### config.mk
export PLATFORM = sky130hd
export DESIGN_NAME = double_ended_queue
export DESIGN_NICKNAME = d
export VERILOG_FILES = /design/src/hw/rtl/deq_pkg.sv /design/src/hw/rtl/deq_ram.sv /design/src/hw/rtl/double_ended_queue.sv
export SDC_FILE = /design/constraint.sdc
export NUM_CORES = 2
export LEC_CHECK = 0
export BUFFER_PORTS_ARGS = -buffer_cell sky130_fd_sc_hd__buf_2
export CAP_MARGIN = 20
export CELL_PAD_IN_SITES_DETAIL_PLACEMENT = 1
export CELL_PAD_IN_SITES_GLOBAL_PLACEMENT = 2
export CORE_MARGIN = 5
export CORE_UTILIZATION = 45
export DETAILED_ROUTE_END_ITERATION = 10
export PLACE_DENSITY = 0.75
export SETUP_SLACK_MARGIN = 0.5
export SLEW_MARGIN = 25
export SYNTH_ARGS = -nofsm -noshare
export SYNTH_HDL_FRONTEND = slang
export SYNTH_SLANG_ARGS = --single-unit
### constraint.sdc
create_clock -name clk -period 12.24 [get_ports clk]
set_input_delay 2.448 -clock clk [delete_from_list [all_inputs] [get_ports clk]]
set_output_delay 2.448 -clock clk [all_outputs]
set_load 0.05 [all_outputs]
### src/hw/rtl/deq_pkg.sv
package deq_pkg;

    localparam int unsigned WORD_W = 32;
    localparam int unsigned MODE_W = 3;
    localparam int unsigned OCC_W  = 7;

    // Operation codes; codes above MODE_POP_BACK act as MODE_NONE
    localparam logic [MODE_W-1:0] MODE_NONE       = 3'd0;
    localparam logic [MODE_W-1:0] MODE_PUSH_FRONT = 3'd1;
    localparam logic [MODE_W-1:0] MODE_PUSH_BACK  = 3'd2;
    localparam logic [MODE_W-1:0] MODE_POP_FRONT  = 3'd3;
    localparam logic [MODE_W-1:0] MODE_POP_BACK   = 3'd4;

    typedef struct packed {
        logic [MODE_W-1:0]        mode;
        logic signed [WORD_W-1:0] push_value;
    } request_t;

    typedef struct packed {
        logic signed [WORD_W-1:0] popped_value;
        logic                     error;
        logic signed [WORD_W-1:0] front_value;
        logic signed [WORD_W-1:0] back_value;
        logic [OCC_W-1:0]         occupancy;
        logic                     is_empty;
        logic                     is_full;
    } result_t;

endpackage

### src/hw/rtl/deq_ram.sv
module deq_ram #(
    parameter int unsigned DEPTH = 64,
    parameter int unsigned AW    = 6
) (
    input  logic                              clk,
    input  logic                              wr_en,
    input  logic [AW-1:0]                     wr_addr,
    input  logic signed [deq_pkg::WORD_W-1:0] wr_data,
    input  logic                              rd_en,
    input  logic [AW-1:0]                     rd_addr,
    output logic signed [deq_pkg::WORD_W-1:0] rd_data
);

    logic signed [deq_pkg::WORD_W-1:0] mem [DEPTH];

    always_ff @(posedge clk)
    begin
        if (wr_en)
        begin
            mem[wr_addr] <= wr_data;
        end
    end

    // Registered read port
    always_ff @(posedge clk)
    begin
        if (rd_en)
        begin
            rd_data <= mem[rd_addr];
        end
    end

endmodule

### src/hw/rtl/double_ended_queue.sv
// Bounded deque of signed 32-bit words held in a ring of CAPACITY slots.
// done strobes in the cycle after acceptance for push, no-op and error; a pop passes ST_POP first.
// Push, no-op and error transactions leave busy low; a successful pop holds busy high in ST_POP,
// because the new front or back word comes from the slot RAM's registered read.
// Reset clears the count and indices; slot contents stay undefined until written.
// done is a one-cycle strobe: the receiver cannot stall, so results are never held back.
module double_ended_queue #(
    parameter int unsigned CAPACITY = 64
) (
    input  logic              clk,
    input  logic              rst_n,
    input  logic              start,
    output logic              busy,
    input  deq_pkg::request_t request,
    output logic              done,
    output deq_pkg::result_t  result
);

    localparam int unsigned IDX_W = (CAPACITY > 1) ? $clog2(CAPACITY) : 1;
    localparam int unsigned CNT_W = $clog2(CAPACITY + 1);
    localparam logic [IDX_W-1:0] IDX_LAST = IDX_W'(CAPACITY - 1);
    localparam logic [CNT_W-1:0] CNT_FULL = CNT_W'(CAPACITY);

    typedef enum logic {
        ST_IDLE,
        ST_POP
    } state_t;

    state_t                            state_reg,     state_next;
    logic [CNT_W-1:0]                  cnt_reg,       cnt_next;
    logic [IDX_W-1:0]                  front_idx_reg, front_idx_next;
    logic [IDX_W-1:0]                  back_idx_reg,  back_idx_next;
    logic signed [deq_pkg::WORD_W-1:0] front_val_reg, front_val_next;
    logic signed [deq_pkg::WORD_W-1:0] back_val_reg,  back_val_next;
    logic signed [deq_pkg::WORD_W-1:0] popped_reg,    popped_next;
    logic                              pop_back_reg,  pop_back_next;
    logic                              done_reg,      done_next;
    deq_pkg::result_t                  res_reg,       res_next;

    logic                              accept;
    logic                              is_empty_now;
    logic                              is_full_now;
    logic [IDX_W-1:0]                  front_inc;
    logic [IDX_W-1:0]                  front_dec;
    logic [IDX_W-1:0]                  back_inc;
    logic [IDX_W-1:0]                  back_dec;

    logic                              wr_en;
    logic [IDX_W-1:0]                  wr_addr;
    logic                              rd_en;
    logic [IDX_W-1:0]                  rd_addr;
    logic signed [deq_pkg::WORD_W-1:0] rd_data;

    // Build one result transaction; zero the end values when the deque is empty.
    function automatic deq_pkg::result_t pack_result(
        input logic signed [deq_pkg::WORD_W-1:0] popped,
        input logic                              err,
        input logic signed [deq_pkg::WORD_W-1:0] fval,
        input logic signed [deq_pkg::WORD_W-1:0] bval,
        input logic [CNT_W-1:0]                  cnt
    );
        deq_pkg::result_t          r;
        logic [CNT_W+deq_pkg::OCC_W-1:0] occ_wide;
        logic                      empty;
        occ_wide       = {{deq_pkg::OCC_W{1'b0}}, cnt};
        empty          = (cnt == '0);
        r.popped_value = popped;
        r.error        = err;
        r.front_value  = empty ? '0 : fval;
        r.back_value   = empty ? '0 : bval;
        r.occupancy    = occ_wide[deq_pkg::OCC_W-1:0];
        r.is_empty     = empty;
        r.is_full      = (cnt == CNT_FULL);
        return r;
    endfunction

    assign busy   = (state_reg == ST_POP);
    assign accept = start && !busy;
    assign done   = done_reg;
    assign result = res_reg;

    assign is_empty_now = (cnt_reg == '0);
    assign is_full_now  = (cnt_reg == CNT_FULL);

    // Ring index steps; wrap by compare so any CAPACITY works
    assign front_inc = (front_idx_reg == IDX_LAST) ? '0 : front_idx_reg + IDX_W'(1);
    assign front_dec = (front_idx_reg == '0) ? IDX_LAST : front_idx_reg - IDX_W'(1);
    assign back_inc  = (back_idx_reg == IDX_LAST) ? '0 : back_idx_reg + IDX_W'(1);
    assign back_dec  = (back_idx_reg == '0) ? IDX_LAST : back_idx_reg - IDX_W'(1);

    // A pop fetches the neighbor of the slot it removes: it becomes the new end word
    assign rd_en   = accept;
    assign rd_addr = (request.mode == deq_pkg::MODE_POP_BACK) ? back_dec : front_inc;

    deq_ram #(
        .DEPTH (CAPACITY),
        .AW    (IDX_W)
    ) u_ram (
        .clk     (clk),
        .wr_en   (wr_en),
        .wr_addr (wr_addr),
        .wr_data (request.push_value),
        .rd_en   (rd_en),
        .rd_addr (rd_addr),
        .rd_data (rd_data)
    );

    always_comb
    begin
        state_next     = state_reg;
        cnt_next       = cnt_reg;
        front_idx_next = front_idx_reg;
        back_idx_next  = back_idx_reg;
        front_val_next = front_val_reg;
        back_val_next  = back_val_reg;
        popped_next    = popped_reg;
        pop_back_next  = pop_back_reg;
        done_next      = 1'b0;
        res_next       = res_reg;
        wr_en          = 1'b0;
        wr_addr        = front_dec;

        case (state_reg)
            ST_IDLE:
            begin
                if (accept)
                begin
                    done_next = 1'b1;
                    case (request.mode)
                        deq_pkg::MODE_PUSH_FRONT:
                        begin
                            if (is_full_now)
                            begin
                                res_next = pack_result('0, 1'b1, front_val_reg,
                                                       back_val_reg, cnt_reg);
                            end
                            else
                            begin
                                // Write ahead of the front; an empty deque's back is the same word
                                wr_en          = 1'b1;
                                wr_addr        = front_dec;
                                front_idx_next = front_dec;
                                cnt_next       = cnt_reg + CNT_W'(1);
                                front_val_next = request.push_value;
                                if (is_empty_now)
                                begin
                                    back_val_next = request.push_value;
                                end
                                res_next = pack_result('0, 1'b0, request.push_value,
                                    is_empty_now ? request.push_value : back_val_reg,
                                    cnt_reg + CNT_W'(1));
                            end
                        end
                        deq_pkg::MODE_PUSH_BACK:
                        begin
                            if (is_full_now)
                            begin
                                res_next = pack_result('0, 1'b1, front_val_reg,
                                                       back_val_reg, cnt_reg);
                            end
                            else
                            begin
                                wr_en         = 1'b1;
                                wr_addr       = back_inc;
                                back_idx_next = back_inc;
                                cnt_next      = cnt_reg + CNT_W'(1);
                                back_val_next = request.push_value;
                                if (is_empty_now)
                                begin
                                    front_val_next = request.push_value;
                                end
                                res_next = pack_result('0, 1'b0,
                                    is_empty_now ? request.push_value : front_val_reg,
                                    request.push_value, cnt_reg + CNT_W'(1));
                            end
                        end
                        deq_pkg::MODE_POP_FRONT,
                        deq_pkg::MODE_POP_BACK:
                        begin
                            if (is_empty_now)
                            begin
                                res_next = pack_result('0, 1'b1, front_val_reg,
                                                       back_val_reg, cnt_reg);
                            end
                            else
                            begin
                                // Retire the end word now; hold the result until the read returns
                                done_next     = 1'b0;
                                state_next    = ST_POP;
                                cnt_next      = cnt_reg - CNT_W'(1);
                                pop_back_next = (request.mode == deq_pkg::MODE_POP_BACK);
                                if (request.mode == deq_pkg::MODE_POP_BACK)
                                begin
                                    popped_next   = back_val_reg;
                                    back_idx_next = back_dec;
                                end
                                else
                                begin
                                    popped_next    = front_val_reg;
                                    front_idx_next = front_inc;
                                end
                            end
                        end
                        default:
                        begin
                            res_next = pack_result('0, 1'b0, front_val_reg,
                                                   back_val_reg, cnt_reg);
                        end
                    endcase
                end
            end
            ST_POP:
            begin
                // Advance the vacated end to the word just read
                done_next  = 1'b1;
                state_next = ST_IDLE;
                if (pop_back_reg)
                begin
                    back_val_next = rd_data;
                    res_next = pack_result(popped_reg, 1'b0, front_val_reg, rd_data, cnt_reg);
                end
                else
                begin
                    front_val_next = rd_data;
                    res_next = pack_result(popped_reg, 1'b0, rd_data, back_val_reg, cnt_reg);
                end
            end
            default:
            begin
                state_next = ST_IDLE;
            end
        endcase
    end

    always_ff @(posedge clk or negedge rst_n)
    begin
        if (!rst_n)
        begin
            state_reg     <= ST_IDLE;
            cnt_reg       <= '0;
            front_idx_reg <= '0;
            back_idx_reg  <= IDX_LAST;
            done_reg      <= 1'b0;
            pop_back_reg  <= 1'b0;
        end
        else
        begin
            state_reg     <= state_next;
            cnt_reg       <= cnt_next;
            front_idx_reg <= front_idx_next;
            back_idx_reg  <= back_idx_next;
            done_reg      <= done_next;
            pop_back_reg  <= pop_back_next;
        end
    end

    // Payload registers: no reset
    always_ff @(posedge clk)
    begin
        front_val_reg <= front_val_next;
        back_val_reg  <= back_val_next;
        popped_reg    <= popped_next;
        res_reg       <= res_next;
    end

    a_cnt_bound: assert property (@(posedge clk) disable iff (!rst_n)
        cnt_reg <= CNT_FULL)
        else $error("element count above capacity");

    a_pop_completes: assert property (@(posedge clk) disable iff (!rst_n)
        (state_reg == ST_POP) |=> (done_reg && state_reg == ST_IDLE))
        else $error("pending pop did not complete");

    a_no_write_in_pop: assert property (@(posedge clk) disable iff (!rst_n)
        (state_reg == ST_POP) |-> !wr_en)
        else $error("slot write while a pop read is pending");

    a_accept_answered: assert property (@(posedge clk) disable iff (!rst_n)
        accept |=> (done_reg || state_reg == ST_POP))
        else $error("accepted transaction produced neither result nor pending pop");

    a_ring_span: assert property (@(posedge clk) disable iff (!rst_n)
        (cnt_reg == '0) |-> (back_idx_reg == ((front_idx_reg == '0) ? IDX_LAST
                                              : front_idx_reg - IDX_W'(1))))
        else $error("back index not adjacent to front on empty deque");

endmodule
; ---- Word level (Yosys, flattened, before mapping)
; Memory sizes are Yosys's and may differ from the RTL's. A register that Yosys moved wholly into a read port is not among the register bits.
; Cells that the tools add are included.
[word_totals]
wordCells = 125
reg_bits = 224
ram_bits = 2048
inputBits = 38
memories = 1
out_inout_bits = 108
romBits = 0
latch_bits = 0
[op_classes]
div_mod_pow = 0
shift = 0
muxes = 61
order_cmp = 0
n_eq_ne = 21
multipliers = 0
add_sub_neg = 6
n_bitwise = 2
n_reduce_logical = 18
[mem_list]
columns = memory, depth, width, rd, rd_clocked_by_memory_dff, wr, line
row1 = u_ram.mem, 64, 32, 1, 1, 1, deq_ram.sv:14  ; logic signed [deq_pkg::WORD_W-1:0] mem [DEPTH];
[ops]
columns = operator, count
row1 = 2-to-1 mux 32 bit, 16
row2 = case mux 106 bit (3 select lines), 1
row3 = case mux 32 bit (2 select lines), 4
row4 = 2-to-1 mux 106 bit, 2
row5 = case mux 106 bit (2 select lines), 1
row6 = 2-to-1 mux 74 bit, 2
row7 = 2-to-1 mux 6 bit, 15
row8 = 2-to-1 mux 73 bit, 1
row9 = case mux 6 bit (2 select lines), 2
row10 = "inequality test 2 bit, second input constant", 8
row11 = AND reduction 5 bit, 3
row12 = "equality test 7 bit, second input constant", 2
row13 = zero test 7 bit, 2
row14 = 2-to-1 mux 7 bit, 2
row15 = case mux 7 bit (2 select lines), 1
row16 = "adder 6 x 1 -> 6 bit, second input constant", 2
row17 = "equality test 6 bit, second input constant", 2
row18 = zero test 6 bit, 2
row19 = 2-to-1 mux 1 bit, 12
row20 = AND reduction 6 bit, 2
row21 = "subtractor 6 x 1 -> 6 bit, second input constant", 2
row22 = "inequality test 3 bit, second input constant", 3
row23 = "adder 7 x 1 -> 7 bit, second input constant", 1
row24 = "subtractor 7 x 1 -> 7 bit, second input constant", 1
row25 = other kinds (13), 19

; ---- Logic depth before layout (Yosys ltp)
[depth]
depth_word = 7
depth_mapped = 15

; ---- Cells and area by module
; A second synthesis with hierarchy kept.
[hier_totals]
cells_unflattened = 4826
area_unflattened_um2 = 92795.2
[by_module_without_submodules]
columns = mod, area_each_um2, seq_area_each_um2, instances, cells_each
row1 = deq_ram, 78823.1, 62459.9, 1, 3323
row2 = double_ended_queue, 13972.2, 6623.9, 1, 1503

; ---- Least setup slack after synthesis
; No wires, ideal clock.
[synth_path]
path_type = in2reg
from = in request[32] (netlist name)
to = reg res_reg (netlist bit result[0]) (enable)
setup_time_ns = 0.468
slack_ns = 5.618
t_arrival_ns = 6.154
n_path_buf = 4
path_stages = 8
required_time_ns = 11.772
cell_sequence = buf_2 buf_1 nor2b_1 a21oi_1 clkbuf_1 clkbuf_1 o21ai_0 nand2_1
[synth_between]
elab_chain_len = 4
word_cells_on_any_way = 5
classes_between = 3 x eq/ne / 2 x reduce/logical
[synth_lines]
columns = element, line
row1 = "start, declared", double_ended_queue.sv:14  ; input deq_pkg::request_t request,
row2 = equality test 3 bit or equality test 3 x 2 -> 1 bit (tied branches), double_ended_queue.sv:129  ; case (request.mode)
row3 = OR reduction 2 bit *, double_ended_queue.sv:129
row4 = inequality test 3 bit (no line) *, --
row5 = AND reduction 2 bit (no line) *, --
row6 = "end signal, assigned", double_ended_queue.sv:263  ; res_reg <= res_next;
row7 = "end, declared", double_ended_queue.sv:38  ; deq_pkg::result_t res_reg, res_next;
; Every way passes the cells marked *; elsewhere a longest branch is shown, timed or not.
; A chain may end at the register's enable or synchronous reset.

; ---- Final worst setup path
[layout_path]
from = in request[34] (netlist name)
to = reg u_ram.rd_data[7] (netlist name), read port of u_ram.mem (data pin)
[layout_between]
elab_chain_len = 2
[layout_lines]
columns = element, line
row1 = equality test 3 bit, double_ended_queue.sv:93  ; assign rd_addr = (request.mode == deq_pkg::MODE_POP_BACK) ? back_dec : front_inc;
row2 = 2-to-1 mux 6 bit, double_ended_queue.sv:93
row3 = "end, declared", deq_ram.sv:11  ; output logic signed [deq_pkg::WORD_W-1:0] rd_data
; No other way between the ends.

==> qor.csv <==
metric,value,unit
status,"complete, no violations",
ys_seq_area_share,73.0,%
drv_slew,0,
grt_overflow,0,
ys_types,67,
postCtsSetupBuffers,0,
area_growth_syn_to_layout,12.8,%
fin_crit_sh,59.5,%
layout-drive-gt1-share,11.5,%
rsz0062_at_grt,false,
cap_violations,0,
numPortBuffers,145,
grt_usage,29.9,%
crit_type,input pin to register,
cts_tree,yes,
vias_per_cell,6.21,
p_leak,36.4,nW
clk_latency,0.89,ns
synthesis.nets,7279,
cts_hold_buf,0,
cts_buffers,236,
htreeDepth,4,
fin_area,107000,um^2
drtAntennaViolNets,0,
largest-register,u_ram.mem,
setup_violations,0,
worstSetupEndpointType,register,
drt-total-wl,335000,um
largest_reg_flops,2048,
post_cts_resized,0,
setup-tns-final,0,ns
yosys_register_bits,2304,
n_fill_cell,20800,
gp_congestion,0.837,
core,209000,um^2
synth-edff-count,2282,
grt_first_pass_wirelength,472000,um
die_h,469,um
peakVddDrop,244,uV
hold_ws,0.520,ns
antenna_found_initial,33,
clk_pin_slew,0.06,ns
hold_violations,0,
worstMarginPinSlew,1.27,ns
min_path_type,register to register,
clock_path_buffers,3,
clock_sinks,2304,
rows,168,
start_util,45.2,%
grt_max_degree,178,
start_kind,input pin,
slew_headroom,15.2,%
worst-path-max-fanout,55,
syn_area,94600,um^2
clock_tree.root_cell,clkbuf_16,
drtIter0Drc,7510,
die_area,220000,um^2
crit_required,12.99,ns
nNetsFinal,7394,
yosys_warnings,0,
drt_first_pass_iters,5,
dp_hpwl,193000,um
via_count,64300,
p_per_area,252,nW/um^2
fin_skew,0.0289,ns
final_common_cell,edfxtp_1,
period_needed,7.28,ns
cp.arrival,8.03,ns
grt_pass1_vias,64400,
ys.flop_type,edfxtp_1,
avgRoutedWirePerCell,32.3,um
mostFrequentLayoutCells,"edfxtp_1, nand2_1, nand3_1",
syn_inst,7232,
drc_errors,0,
boundaryPins,146,
async_flop_share,0.955,%
clock.fmax,137,MHz
syn_avg_cell_area,13.1,um^2
dieWidth,469,um
place_area,99300,um^2
[stage by stage]
stage / utilization [%] / cells / total power, mW / setup WS [ns]
6_report: 51.0 / 10400 / 26.9 / 4.96
5_1_grt: 51.0 / 10400 / 27.9 / 4.88
4_1_cts: 51.0 / 10300 / 26.9 / 5.13
3_5_place_dp: 47.4 / 9913 / 19.9 / 4.19
3_3_place_gp: 47.4 / 9909 / 19.7 / 3.82
2_1_floorplan: - / 7232 / 15.5 / 5.62
[power breakdown]
group | switching (mW) | leakage, nW | internal, mW | total (mW)
Sequential | 0.355 | 20.9 | 9.07 | 9.43
Clock | 3.05 | 3.61 | 3.99 | 7.04
Combinational | 7.67 | 11.9 | 2.79 | 10.5
Total | 11.1 | 36.4 | 15.9 | 26.9
[Yosys cell counts (all sizes together) (4+ instances only)]
cell type | number | area [um^2]
a2111oi | 9 | 148
a211oi | 54 | 405
a21o | 6 | 45.0
a21oi | 264 | 1330
a221oi | 35 | 307
a22o | 7 | 61.3
a22oi | 33 | 248
a311o | 23 | 230
a311oi | 98 | 858
a31oi | 184 | 1150
a32oi | 90 | 788
and2 | 43 | 269
and3 | 237 | 1480
and4 | 5 | 43.8
buf | 229 | 1230
clkbuf | 264 | 991
dfrtp | 16 | 400
dfstp | 6 | 158
edfxtp | 2282 | 68500
ha | 9 | 113
inv | 12 | 45.0
mux2 | 40 | 450
mux2i | 212 | 2120
nand2 | 1965 | 7380
nand3 | 440 | 2200
nand4 | 11 | 68.8
nor2 | 290 | 1090
nor2b | 4 | 25.0
nor3 | 62 | 370
nor4 | 30 | 188
o211ai | 5 | 42.5
o21a | 5 | 37.5
o21ai | 65 | 325
o221ai | 42 | 368
o22ai | 62 | 394
o31a | 4 | 35.0
o31ai | 38 | 285
or3 | 8 | 50.1
xnor2 | 18 | 158
xor2 | 7 | 61.3
[worst max-delay path, stage by stage]
cell and delay (ns):
buf_2 0.23, nor3b_4 0.84, buf_4 0.50, a31oi_4 0.12, buf_4 0.34, nand2_4 0.69, buf_4 0.70, buf_4 0.53
nand2_1 0.10, a32oi_1 0.22, a31oi_1 0.12, a21oi_2 0.73, and3_1 0.28
[worst paths after layout]
path	cells past startpoint	slack, ns	from	endpoint
max in group asynchronous	1	10.15	rst_n	busy
hold reg to reg	1	0.52	popped_reg[1]	result[75]
min in group asynchronous	1	1.61	rst_n	cnt_reg[5]
hold / removal	1	0.52	popped_reg[1]	result[75]
setup reg to reg	13	6.17	back_idx_reg[0]	u_ram.rd_data[21]
setup / recovery	13	4.96	request[34]	u_ram.rd_data[7]
[routing by layer]
| metal | GRT usage [%] | up-vias | wire length [um] |
|---|---|---|---|
| met3 | 5.82 | 505 | 29900 |
| met1 | 42.0 | 33700 | 139000 |
| met4 | 10.0 | 8 | 11300 |
| li1 | - | 27200 | - |
| met2 | 47.2 | 2888 | 154000 |
| met5 | 0 | - | 52 |
[cell families (layout without fill, tap and decap cells)]
group,count (synthesis),after routing,share of synthesized area [%]
compound gates,1031,1031,7.53
xor+xnor,25,25,0.231
fa+ha+maj,9,9,0.119
buf+inv,505,811,2.40
flops,2304,2304,73.0
mux,252,252,2.72
other cells,0,19,0
simple gates,3106,3106,14.0
[cell type report]
type | count | area (um^2) | area share (%)
Tap cell | 2805 | 3510 | 3.29
Sequential cell | 2304 | 69100 | 64.7
Clock buffer | 305 | 6290 | 5.89
Multi-Input combinational cell | 4423 | 24100 | 22.5
Timing Repair Buffer | 370 | 2640 | 2.48
Clock inverter | 124 | 1110 | 1.04
Antenna cell | 19 | 47.5 | 0.0445
Inverter | 12 | 46.3 | 0.0433
No activity file was read; power rests on OpenSTA's default activity.
